[config.mk]
export PLATFORM = sky130hd
export DESIGN_NAME = structured_branch_resolver
export DESIGN_NICKNAME = d
export VERILOG_FILES = /design/src/rtl/sbr_pkg.sv /design/src/rtl/structured_branch_resolver.sv /design/src/rtl/sbr_ccell.sv /design/src/rtl/sbr_lcell.sv /design/src/rtl/sbr_resq.sv
export SDC_FILE = /design/constraint.sdc
export NUM_CORES = 2
export LEC_CHECK = 0
export BUFFER_PORTS_ARGS = -buffer_cell sky130_fd_sc_hd__buf_2
export CAP_MARGIN = 25
export CORE_MARGIN = 2
export CORE_UTILIZATION = 55
export DETAILED_ROUTE_END_ITERATION = 6
export GPL_ROUTABILITY_DRIVEN = 0
export PLACE_DENSITY_LB_ADDON = 0.3
export SYNTH_ARGS = -nofsm -noshare
export SYNTH_HDL_FRONTEND = slang
export SYNTH_SLANG_ARGS = --single-unit
[constraint.sdc]
create_clock -name clk_i -period 59.2 [get_ports clk_i]
set_input_delay 11.84 -clock clk_i [delete_from_list [all_inputs] [get_ports clk_i]]
set_output_delay 11.84 -clock clk_i [all_outputs]
set_load 0.005 [all_outputs]
[src/rtl/sbr_pkg.sv]
// ----------------------------------------------------------------------------
// sbr_pkg: shared types and constants of the branch resolver
// Token kinds, result kinds, error codes, stack entry and result item types.
// ----------------------------------------------------------------------------
package sbr_pkg;

  localparam int unsigned MAX_TOKENS = 1024;
  localparam int unsigned COND_DEPTH = 16;
  localparam int unsigned LOOP_DEPTH = 16;

  localparam int unsigned POS_W  = $clog2(MAX_TOKENS);      // token position
  localparam int unsigned PCNT_W = $clog2(MAX_TOKENS + 1);  // position counter
  localparam int unsigned CCNT_W = $clog2(COND_DEPTH + 1);
  localparam int unsigned LCNT_W = $clog2(LOOP_DEPTH + 1);

  localparam int unsigned MAX_RES = 3;   // results per item at most
  localparam int unsigned RQ_DEPTH = 2;  // result group queue depth
  localparam int unsigned RQ_PW   = $clog2(RQ_DEPTH);
  localparam int unsigned RQ_CW   = $clog2(RQ_DEPTH + 1);

  typedef enum logic [3:0] {
    K_OTHER  = 4'd0,
    K_IF     = 4'd1,
    K_THEN   = 4'd2,
    K_ELSE   = 4'd3,
    K_END    = 4'd4,
    K_START  = 4'd5,
    K_FOR    = 4'd6,
    K_NEXT   = 4'd7,
    K_STEP   = 4'd8,
    K_ARROW  = 4'd9,
    K_DO     = 4'd10,
    K_UNTIL  = 4'd11,
    K_WHILE  = 4'd12,
    K_REPEAT = 4'd13
  } kind_e;

  typedef enum logic [1:0] {
    RK_PATCH = 2'd0,
    RK_ERROR = 2'd1,
    RK_DONE  = 2'd2
  } rkind_e;

  typedef enum logic [1:0] {
    CT_IF    = 2'd0,
    CT_DO    = 2'd1,
    CT_WHILE = 2'd2
  } ctype_e;

  localparam logic [4:0] ERR_THEN_NO_END     = 5'd0;
  localparam logic [4:0] ERR_THEN_NO_IF      = 5'd1;
  localparam logic [4:0] ERR_THEN_DUP        = 5'd2;
  localparam logic [4:0] ERR_ELSE_NO_END     = 5'd3;
  localparam logic [4:0] ERR_ELSE_NO_IF      = 5'd4;
  localparam logic [4:0] ERR_ELSE_NO_THEN    = 5'd5;
  localparam logic [4:0] ERR_ELSE_DUP        = 5'd6;
  localparam logic [4:0] ERR_NEXT_NO_START   = 5'd7;
  localparam logic [4:0] ERR_STEP_NO_START   = 5'd8;
  localparam logic [4:0] ERR_UNTIL_NO_END    = 5'd9;
  localparam logic [4:0] ERR_NO_DO           = 5'd10;
  localparam logic [4:0] ERR_UNTIL_DUP       = 5'd11;
  localparam logic [4:0] ERR_NO_WHILE        = 5'd12;
  localparam logic [4:0] ERR_REPEAT_DUP      = 5'd13;
  localparam logic [4:0] ERR_END_NO_BRANCH   = 5'd14;
  localparam logic [4:0] ERR_NO_UNTIL        = 5'd15;
  localparam logic [4:0] ERR_NO_REPEAT       = 5'd16;
  localparam logic [4:0] ERR_NO_THEN         = 5'd17;
  localparam logic [4:0] ERR_COND_OPEN       = 5'd18;
  localparam logic [4:0] ERR_LOOP_OPEN       = 5'd19;
  localparam logic [4:0] ERR_OVERFLOW        = 5'd20;
  localparam logic [4:0] ERR_TOO_LONG        = 5'd21;

  localparam logic [1:0] SLOT_1 = 2'd1;
  localparam logic [1:0] SLOT_2 = 2'd2;
  localparam logic [1:0] SLOT_3 = 2'd3;

  // first member sits in the highest bits
  typedef struct packed {
    logic [4:0]      error_code;
    logic [POS_W:0]  jump_value;
    logic [1:0]      slot;
    logic [POS_W-1:0] target_pos;
    rkind_e          result_kind;
  } res_t;

  typedef struct packed {
    res_t [MAX_RES-1:0] r;
    logic [1:0]         n;
  } grp_t;

  typedef struct packed {
    logic [POS_W-1:0] open_pos;
    logic [POS_W-1:0] mid_pos;
    logic             mid_ok;
    logic [POS_W-1:0] else_pos;
    logic             else_ok;
    ctype_e           ctype;
  } cond_ent_t;

  typedef struct packed {
    logic push;
    logic pop;
    logic upd;
  } stk_op_t;

  function automatic res_t mk_patch(logic [POS_W-1:0] pos, logic [1:0] sl,
                                    logic [POS_W:0] val);
    res_t r;
    r.error_code  = '0;
    r.jump_value  = val;
    r.slot        = sl;
    r.target_pos  = pos;
    r.result_kind = RK_PATCH;
    return r;
  endfunction

endpackage

[src/rtl/structured_branch_resolver.sv]
// ----------------------------------------------------------------------------
// structured_branch_resolver: jump target resolution for structured words
// An accepted item's result group is registered into a queue and sent after
// earlier groups. One item per cycle while results drain as fast; results leave
// one per cycle while ready (up to 3 per item); input stalls while two groups wait.
// Reset clears position, stack counts, failure flag and queue; no clear pass.
// ----------------------------------------------------------------------------
module structured_branch_resolver import sbr_pkg::*; (
  input  logic        clk_i,
  input  logic        rst_ni,
  input  logic        s_tvalid_i,
  output logic        s_tready_o,
  input  logic [7:0]  s_tdata_i,   // [3:0] kind, [7:4] zero
  input  logic        s_tuser_i,   // [0] first_token
  input  logic        s_tlast_i,   // last_token
  output logic        m_tvalid_o,
  input  logic        m_tready_i,
  output logic [31:0] m_tdata_o,   // [1:0] result_kind, [11:2] target_pos,
                                   // [13:12] slot, [24:14] jump_value,
                                   // [29:25] error_code, [31:30] zero
  output logic        m_tlast_o    // last_of_run
);

  // Architecture: each stack is a row of cells, top of stack in cell 0.
  // A push shifts every cell down by one, a pop shifts them up, and only
  // cell 0 is ever rewritten in place (then/else/until/repeat). So every
  // token sees its top entries directly and is resolved combinationally. The
  // results of a token (at most three) go as one group into a small queue
  // that sends them out one per cycle while the output is ready.

  logic              acc, qfull;
  logic [3:0]        kind;
  logic              first, last;

  logic [PCNT_W-1:0] pos_q, pos_d, pos_e;
  logic [CCNT_W-1:0] cc_q, cc_d, cc_e;
  logic [LCNT_W-1:0] lc_q, lc_d, lc_e;
  logic              fail_q, fail_d, fail_e;

  cond_ent_t         cent [COND_DEPTH];
  logic [POS_W-1:0]  lent [LOOP_DEPTH];
  stk_op_t           cop, lop, cop_g, lop_g;
  cond_ent_t         cnew, cupd, ctop;
  logic [POS_W-1:0]  ltop;

  logic [POS_W-1:0]  cur;
  logic [POS_W:0]    nx, cur_x, open_x;
  res_t [MAX_RES-1:0] p;
  logic [1:0]        np;
  logic              err_v, done_v;
  logic [4:0]        err_c;
  res_t              tail;
  grp_t              grp;

  assign kind  = s_tdata_i[3:0];
  assign first = s_tuser_i;
  assign last  = s_tlast_i;

  assign s_tready_o = !qfull;
  assign acc        = s_tvalid_i & s_tready_o;

  // first token clears the program state before this token is taken
  assign pos_e  = first ? '0 : pos_q;
  assign cc_e   = first ? '0 : cc_q;
  assign lc_e   = first ? '0 : lc_q;
  assign fail_e = first ? 1'b0 : fail_q;

  assign ctop   = cent[0];
  assign ltop   = lent[0];
  assign cur    = pos_e[POS_W-1:0];
  assign cur_x  = {1'b0, cur};
  assign nx     = cur_x + 1'b1;
  assign open_x = {1'b0, ctop.open_pos} + 1'b1;

  // ---- token decode and stack control ----
  always_comb begin
    pos_d  = pos_e;
    cc_d   = cc_e;
    lc_d   = lc_e;
    fail_d = fail_e;
    cop    = '0;
    lop    = '0;
    cupd   = ctop;
    cnew.open_pos = cur;
    cnew.mid_pos  = '0;
    cnew.mid_ok   = 1'b0;
    cnew.else_pos = '0;
    cnew.else_ok  = 1'b0;
    cnew.ctype    = CT_IF;
    p      = '0;
    np     = 2'd0;
    err_v  = 1'b0;
    err_c  = '0;
    done_v = 1'b0;

    if (!fail_e) begin
      if (pos_e >= PCNT_W'(MAX_TOKENS)) begin
        err_v = 1'b1;
        err_c = ERR_TOO_LONG;
      end else begin
        case (kind)
          K_IF, K_DO, K_WHILE: begin
            cnew.ctype = (kind == K_DO)    ? CT_DO :
                         (kind == K_WHILE) ? CT_WHILE : CT_IF;
            if (cc_e >= CCNT_W'(COND_DEPTH)) begin
              err_v = 1'b1;
              err_c = ERR_OVERFLOW;
            end else begin
              cop.push = 1'b1;
              cc_d     = cc_e + 1'b1;
            end
          end
          K_THEN: begin
            err_v = 1'b1;
            if (last) begin
              err_c = ERR_THEN_NO_END;
            end else if (cc_e == '0) begin
              err_c = ERR_THEN_NO_IF;
            end else if (ctop.mid_ok) begin
              err_c = ERR_THEN_DUP;
            end else begin
              err_v        = 1'b0;
              cop.upd      = 1'b1;
              cupd.mid_pos = cur;
              cupd.mid_ok  = 1'b1;
              p[0] = mk_patch(cur, SLOT_1, nx);
              p[1] = mk_patch(cur, SLOT_3, {1'b0, ctop.open_pos});
              np   = 2'd2;
            end
          end
          K_ELSE: begin
            err_v = 1'b1;
            if (last) begin
              err_c = ERR_ELSE_NO_END;
            end else if (cc_e == '0) begin
              err_c = ERR_ELSE_NO_IF;
            end else if (!ctop.mid_ok) begin
              err_c = ERR_ELSE_NO_THEN;
            end else if (ctop.else_ok) begin
              err_c = ERR_ELSE_DUP;
            end else begin
              err_v         = 1'b0;
              cop.upd       = 1'b1;
              cupd.else_pos = cur;
              cupd.else_ok  = 1'b1;
              p[0] = mk_patch(cur, SLOT_1, nx);
              p[1] = mk_patch(cur, SLOT_3, {1'b0, ctop.open_pos});
              p[2] = mk_patch(ctop.mid_pos, SLOT_2, nx);
              np   = 2'd3;
            end
          end
          K_START, K_FOR: begin
            if (lc_e >= LCNT_W'(LOOP_DEPTH)) begin
              err_v = 1'b1;
              err_c = ERR_OVERFLOW;
            end else begin
              lop.push = 1'b1;
              lc_d     = lc_e + 1'b1;
              if (kind == K_FOR) begin
                p[0] = mk_patch(cur, SLOT_1, nx);
                np   = 2'd1;
              end
            end
          end
          K_NEXT, K_STEP: begin
            if (lc_e == '0) begin
              err_v = 1'b1;
              err_c = (kind == K_NEXT) ? ERR_NEXT_NO_START : ERR_STEP_NO_START;
            end else begin
              lop.pop = 1'b1;
              lc_d    = lc_e - 1'b1;
              p[0] = mk_patch(cur, SLOT_1, {1'b0, ltop});
              p[1] = mk_patch(ltop, SLOT_2, cur_x);
              np   = 2'd2;
            end
          end
          K_ARROW: begin
            p[0] = mk_patch(cur, SLOT_1, cur_x);
            np   = 2'd1;
          end
          K_UNTIL: begin
            err_v = 1'b1;
            if (last) begin
              err_c = ERR_UNTIL_NO_END;
            end else if (cc_e == '0 || ctop.ctype != CT_DO) begin
              err_c = ERR_NO_DO;
            end else if (ctop.mid_ok) begin
              err_c = ERR_UNTIL_DUP;
            end else begin
              err_v        = 1'b0;
              cop.upd      = 1'b1;
              cupd.mid_pos = cur;
              cupd.mid_ok  = 1'b1;
            end
          end
          K_REPEAT: begin
            err_v = 1'b1;
            if (cc_e == '0 || ctop.ctype != CT_WHILE) begin
              err_c = ERR_NO_WHILE;
            end else if (ctop.mid_ok) begin
              err_c = ERR_REPEAT_DUP;
            end else begin
              err_v        = 1'b0;
              cop.upd      = 1'b1;
              cupd.mid_pos = cur;
              cupd.mid_ok  = 1'b1;
            end
          end
          K_END: begin
            if (cc_e == '0) begin
              err_v = 1'b1;
              err_c = ERR_END_NO_BRANCH;
            end else begin
              case (ctop.ctype)
                CT_DO: begin
                  if (!ctop.mid_ok) begin
                    err_v = 1'b1;
                    err_c = ERR_NO_UNTIL;
                  end else begin
                    p[0] = mk_patch(cur, SLOT_1, open_x);
                    np   = 2'd1;
                  end
                end
                CT_WHILE: begin
                  // the back jump is patched even when repeat is missing
                  p[0] = mk_patch(cur, SLOT_2, open_x);
                  np   = 2'd1;
                  if (!ctop.mid_ok) begin
                    err_v = 1'b1;
                    err_c = ERR_NO_REPEAT;
                  end else begin
                    p[1] = mk_patch(ctop.mid_pos, SLOT_1, nx);
                    np   = 2'd2;
                  end
                end
                default: begin
                  if (ctop.else_ok) begin
                    p[0] = mk_patch(ctop.else_pos, SLOT_2, cur_x);
                    np   = 2'd1;
                  end else if (ctop.mid_ok) begin
                    p[0] = mk_patch(ctop.mid_pos, SLOT_2, cur_x);
                    np   = 2'd1;
                  end else begin
                    err_v = 1'b1;
                    err_c = ERR_NO_THEN;
                  end
                end
              endcase
              if (!err_v) begin
                cop.pop = 1'b1;
                cc_d    = cc_e - 1'b1;
              end
            end
          end
          default: ;
        endcase
        pos_d = pos_e + 1'b1;
      end

      // last token: anything still open is an error, else report done
      if (!err_v && last) begin
        if (cc_d != '0) begin
          err_v = 1'b1;
          err_c = ERR_COND_OPEN;
        end else if (lc_d != '0) begin
          err_v = 1'b1;
          err_c = ERR_LOOP_OPEN;
        end else begin
          done_v = 1'b1;
        end
      end
      if (err_v || last) begin
        fail_d = 1'b1;
      end
    end
  end

  // ---- result group: patches, then one error or done item ----
  always_comb begin
    tail.error_code  = err_c;
    tail.jump_value  = '0;
    tail.slot        = '0;
    tail.target_pos  = '0;
    tail.result_kind = err_v ? RK_ERROR : RK_DONE;
    for (int k = 0; k < MAX_RES; k++) begin
      if (2'(k) < np) begin
        grp.r[k] = p[k];
      end else if (2'(k) == np) begin
        grp.r[k] = tail;
      end else begin
        grp.r[k] = '0;
      end
    end
    grp.n = np + {1'b0, (err_v | done_v)};
  end

  // ---- program state ----
  always_ff @(posedge clk_i or negedge rst_ni) begin
    if (!rst_ni) begin
      pos_q  <= '0;
      cc_q   <= '0;
      lc_q   <= '0;
      fail_q <= 1'b0;
    end else if (acc) begin
      pos_q  <= pos_d;
      cc_q   <= cc_d;
      lc_q   <= lc_d;
      fail_q <= fail_d;
    end
  end

  assign cop_g = acc ? cop : '0;
  assign lop_g = acc ? lop : '0;

  // ---- conditional stack cells ----
  for (genvar k = 0; k < COND_DEPTH; k++) begin : g_cc
    stk_op_t   op;
    cond_ent_t above, below;
    assign op.push = cop_g.push;
    assign op.pop  = cop_g.pop;
    assign op.upd  = cop_g.upd & (k == 0);
    if (k == 0) begin : g_top
      assign above = cnew;
    end else begin : g_mid
      assign above = cent[k-1];
    end
    if (k == COND_DEPTH - 1) begin : g_bot
      assign below = cent[k];
    end else begin : g_inn
      assign below = cent[k+1];
    end
    sbr_ccell u_cell (
      .clk_i   (clk_i),
      .op_i    (op),
      .above_i (above),
      .below_i (below),
      .upd_i   (cupd),
      .ent_o   (cent[k])
    );
  end

  // ---- loop stack cells ----
  for (genvar k = 0; k < LOOP_DEPTH; k++) begin : g_lc
    logic [POS_W-1:0] above, below;
    if (k == 0) begin : g_top
      assign above = cur;
    end else begin : g_mid
      assign above = lent[k-1];
    end
    if (k == LOOP_DEPTH - 1) begin : g_bot
      assign below = lent[k];
    end else begin : g_inn
      assign below = lent[k+1];
    end
    sbr_lcell u_cell (
      .clk_i   (clk_i),
      .op_i    (lop_g),
      .above_i (above),
      .below_i (below),
      .ent_o   (lent[k])
    );
  end

  // ---- result queue and output ----
  res_t res;

  sbr_resq u_resq (
    .clk_i   (clk_i),
    .rst_ni  (rst_ni),
    .push_i  (acc && (grp.n != 2'd0)),
    .grp_i   (grp),
    .full_o  (qfull),
    .valid_o (m_tvalid_o),
    .ready_i (m_tready_i),
    .res_o   (res),
    .last_o  (m_tlast_o)
  );

  assign m_tdata_o = {2'b00, res};

endmodule

[src/rtl/sbr_ccell.sv]
// ----------------------------------------------------------------------------
// sbr_ccell: one cell of the conditional construct stack
// Holds one entry; takes its upper neighbor on push, its lower on pop, the update on upd.
// ----------------------------------------------------------------------------
module sbr_ccell import sbr_pkg::*; (
  input  logic      clk_i,
  input  stk_op_t   op_i,
  input  cond_ent_t above_i,
  input  cond_ent_t below_i,
  input  cond_ent_t upd_i,
  output cond_ent_t ent_o
);

  cond_ent_t ent_q, ent_d;

  always_comb begin
    ent_d = ent_q;
    if (op_i.push) begin
      ent_d = above_i;
    end else if (op_i.pop) begin
      ent_d = below_i;
    end else if (op_i.upd) begin
      ent_d = upd_i;
    end
  end

  always_ff @(posedge clk_i) begin
    ent_q <= ent_d;
  end

  assign ent_o = ent_q;

endmodule

[src/rtl/sbr_lcell.sv]
// ----------------------------------------------------------------------------
// sbr_lcell: one cell of the loop stack
// Holds an opening position; shifts down on push, up on pop.
// ----------------------------------------------------------------------------
module sbr_lcell import sbr_pkg::*; (
  input  logic             clk_i,
  input  stk_op_t          op_i,
  input  logic [POS_W-1:0] above_i,
  input  logic [POS_W-1:0] below_i,
  output logic [POS_W-1:0] ent_o
);

  logic [POS_W-1:0] ent_q, ent_d;

  always_comb begin
    ent_d = ent_q;
    if (op_i.push) begin
      ent_d = above_i;
    end else if (op_i.pop) begin
      ent_d = below_i;
    end
  end

  always_ff @(posedge clk_i) begin
    ent_q <= ent_d;
  end

  assign ent_o = ent_q;

endmodule

[src/rtl/sbr_resq.sv]
// ----------------------------------------------------------------------------
// sbr_resq: result group queue and serializer
// Queues the result groups of items and sends their results one per cycle while ready.
// ----------------------------------------------------------------------------
module sbr_resq import sbr_pkg::*; (
  input  logic clk_i,
  input  logic rst_ni,
  input  logic push_i,
  input  grp_t grp_i,
  output logic full_o,
  output logic valid_o,
  input  logic ready_i,
  output res_t res_o,
  output logic last_o
);

  grp_t             grp_q [RQ_DEPTH];
  logic [RQ_PW-1:0] wr_q, wr_d, rd_q, rd_d;
  logic [RQ_CW-1:0] cnt_q, cnt_d;
  logic [1:0]       idx_q, idx_d;
  grp_t             head;
  logic             fire, pop;

  assign head    = grp_q[rd_q];
  assign valid_o = (cnt_q != '0);
  assign last_o  = (idx_q == (head.n - 2'd1));
  assign res_o   = head.r[idx_q];
  assign full_o  = (cnt_q == RQ_CW'(RQ_DEPTH));
  assign fire    = valid_o & ready_i;
  assign pop     = fire & last_o;

  always_comb begin
    wr_d  = wr_q;
    rd_d  = rd_q;
    idx_d = idx_q;
    cnt_d = cnt_q;
    if (push_i) begin
      wr_d = (wr_q == RQ_PW'(RQ_DEPTH - 1)) ? '0 : wr_q + 1'b1;
    end
    if (fire) begin
      idx_d = last_o ? 2'd0 : idx_q + 2'd1;
    end
    if (pop) begin
      rd_d = (rd_q == RQ_PW'(RQ_DEPTH - 1)) ? '0 : rd_q + 1'b1;
    end
    if (push_i && !pop) begin
      cnt_d = cnt_q + 1'b1;
    end else if (pop && !push_i) begin
      cnt_d = cnt_q - 1'b1;
    end
  end

  always_ff @(posedge clk_i or negedge rst_ni) begin
    if (!rst_ni) begin
      wr_q  <= '0;
      rd_q  <= '0;
      cnt_q <= '0;
      idx_q <= '0;
    end else begin
      wr_q  <= wr_d;
      rd_q  <= rd_d;
      cnt_q <= cnt_d;
      idx_q <= idx_d;
    end
  end

  always_ff @(posedge clk_i) begin
    if (push_i) begin
      grp_q[wr_q] <= grp_i;
    end
  end

endmodule
==> reports/metrics.csv <==
metric,value,unit
post_cts_buffers,0,
tns,0,ps
tritoncts,yes,
hold_buffers,0,
holdPathEnd,g_cc[15].u_cell.ent_o[10]$_DFFE_PP_,
violations,DRC,
worstSetupStartpointType,input pin,
crit-reg2reg-launch,u_resq.cnt_q[0]$_DFFE_PN0P_,
fp.dieH,276,um
critPathKind,input pin to register,
drive_gt1_share,7.22,%
drtPass1Iterations,7,
relSlewSlack,29.3,%
drt_iter0_markers,3602,
antenna_found_initial,1,
clkLatencyLatePin,640,ps
wire_per_inst,16.3,um
cts.sinks,914,
holdWs,439,ps
fp.coreArea,73100,um^2
yosysSeqAreaShare,66.6,%
synth_top_area_share,63.8,%
synth_area,40700,um^2
gr-total-overflow,0,
viasPerCell,5.49,
io_pins,49,
cts_buffers,93,
arrival,17480,ps
synth_edf_count,864,
track_usage,20.5,%
ir_drop,0.0217,mV
cts_resized,0,
synthArstFlopShare,3.06,%
synthCells,3847,
portBuffers,42,
skew,19.5,ps
num_rows,99,
fill_cells,5801,
hold_depth,0,
power_density,35.5,nW/um^2
synth_top_area_cell,edfxtp_1,
reg2reg_depth,10,
rsz0062_at_grt,false,
post-synth-top-count-cell,nand2_1,
grt_pass1_wl,127000,um
synthFlopType,edfxtp_1,
cp-startpoint,s_tuser_i,
start_util,55.6,%
netlist_top_cells_count,"1940 x nand2_1, 864 x edfxtp_1, 143 x clkbuf_1",
dieArea,76100,um^2
hp-start,g_cc[14].u_cell.ent_o[10]$_DFFE_PP_,
synth_area_leaders,"edfxtp_1 64%, nand2_1 18%, dfrtp_1 1.7%",
cap_viol_max_count,0,
num_vias,26564,
r2r_end,g_cc[6].u_cell.ent_o[18]$_DFFE_PP_,
worstSetupEndpointType,register,
critPathMaxFanout,185,
status,finished with violations,
layout.nets,3833,
drv_slew,0,
yosysWarningCount,0,
antenna_left,0,
dp_slack,41380,ps
post-route-min-period,17190,ps
area_delta_synth_final,9.46,%
critPathRequiredTime,59490,ps
root_buffer,clkbuf_16,
dpl.hpwl,46500,um
die_x,276,um
setup_viol,0,
hold_class,register to register,
htreeDepth,3,
worst_pin_slew,1060,ps
ff2ff_setup_slack,53580,ps
timing.final.ws_setup,42010,ps
drcViolationCount,9,
clockBufferDepth,3,
drt_wl_total,78600,um
leakage,17.4,nW
ys_seq_elements,914,
grt_pass1_vias,24454,
max_freq,58.2,MHz
grt_max_degree,237,
hold_viol_final,0,
period_share,29.0,%
ys_types,84,
cts.clk_slew.worst_paths,60,ps
synth.avg_cell_area,10.6,um^2
-- power breakdown --
part,switching (mW),internal (mW),total [mW]
Clock,0.239,0.318,0.557
Combinational,0.143,0.0890,0.232
Sequential,0.0248,0.767,0.792
Total,0.407,1.17,1.58
-- registers in the layout (all words and copies together) (netlist names), named ones only --
register	count
g_cc.u_cell.ent_o	534
u_resq.rd_q	1
u_resq.grp_q	182
u_resq.idx_q	2
u_resq.wr_q	1
u_resq.cnt_q	2
cc_q	5
pos_q	11
lc_q	5
g_lc.u_cell.ent_o	160
fail_q	1
-- worst max-delay path, stage by stage --
cell	delay, ps
buf_2	90
buf_4	280
inv_1	500
nand2_1	210
ha_1	270
nor4b_2	210
nor3_4	310
a22oi_1	210
nor2_4	150
buf_12	680
buf_4	840
buf_4	910
buf_4	440
buf_16	350
-- per-stage QoR --
stage / util (%) / area (um^2) / total power [mW] / cells
finish: 60.9 / 44500 / 1.58 / 4837
global route: 60.9 / 44500 / 1.65 / 4837
CTS: 60.8 / 44400 / 1.59 / 4833
detailed placement: 56.8 / 41500 / 1.04 / 4666
global placement: 56.8 / 41500 / 1.03 / 4665
floorplan: - / 40700 / 0.987 / 3852
-- cell families (layout without fill, tap and decap cells) --
family	after synthesis	count (layout)	synth area share (%)
AND/OR/NAND/NOR	2253	2253	22.1
other	1	7	0.00922
adder cells (fa/ha/maj)	14	14	0.431
flip-flops	914	914	66.6
XOR/XNOR	25	25	0.539
AO/OA/AOI/OAI	294	294	4.87
multiplexers	71	71	2.69
buffers and inverters	275	300	2.76
-- final cells by class --
type	instances	area [um^2]	share of cell area, %
Sequential cell	914	27100	60.9
Multi-Input combinational cell	2663	12500	28.2
Clock buffer	117	2470	5.55
Tap cell	959	1200	2.70
Timing Repair Buffer	79	571	1.28
Clock inverter	50	420	0.945
Inverter	54	213	0.478
Antenna cell	1	2.50	0.00562
-- layer usage --
metal | part of all wire, % | vias to the layer above | GRT usage (%)
met3 | 5.9 | 154 | 2.90
met1 | 47 | 12597 | 30.9
met2 | 45 | 809 | 30.7
li1 | - | 13004 | -
met5 | 0 | - | 0
met4 | 2.7 | 0 | 7.14
-- placed cells by master, fill, tap and decap left out, drive strengths merged, types with 5 or more instances in the layout --
cell,count
nand2,1940
edfxtp,864
nor2,128
clkbuf,118
buf,78
o21ai,66
a21oi,64
inv,54
nor3,43
clkinv,42
mux2i,35
o22ai,33
nand3,33
mux4,30
dfrtp,28
nor2b,26
dfxtp,22
a211oi,21
a222oi,20
a22oi,17
and2,16
nand2b,15
ha,14
xnor2,13
xor2,12
nor4,12
a31oi,8
nand4b,7
nand4,7
o21a,6
mux2,6
conb,6
a22o,5
a221oi,5
bufinv,5
or3,5
nor4b,5
-- worst max-delay path by stage --
stage                                                     end  slack [ps]
final                      g_cc[6].u_cell.ent_o[18]$_DFFE_PP_       42010
after detailed placement  g_cc[14].u_cell.ent_o[18]$_DFFE_PP_       41380
after CTS                 g_cc[14].u_cell.ent_o[17]$_DFFE_PP_       42040
after global placement    g_cc[12].u_cell.ent_o[18]$_DFFE_PP_       41060
after floorplan                           cc_q[0]$_DFFE_PN0P_       23330
after global routing       g_cc[8].u_cell.ent_o[17]$_DFFE_PP_       41590
Note: power is estimated with default switching activity, not from simulation.
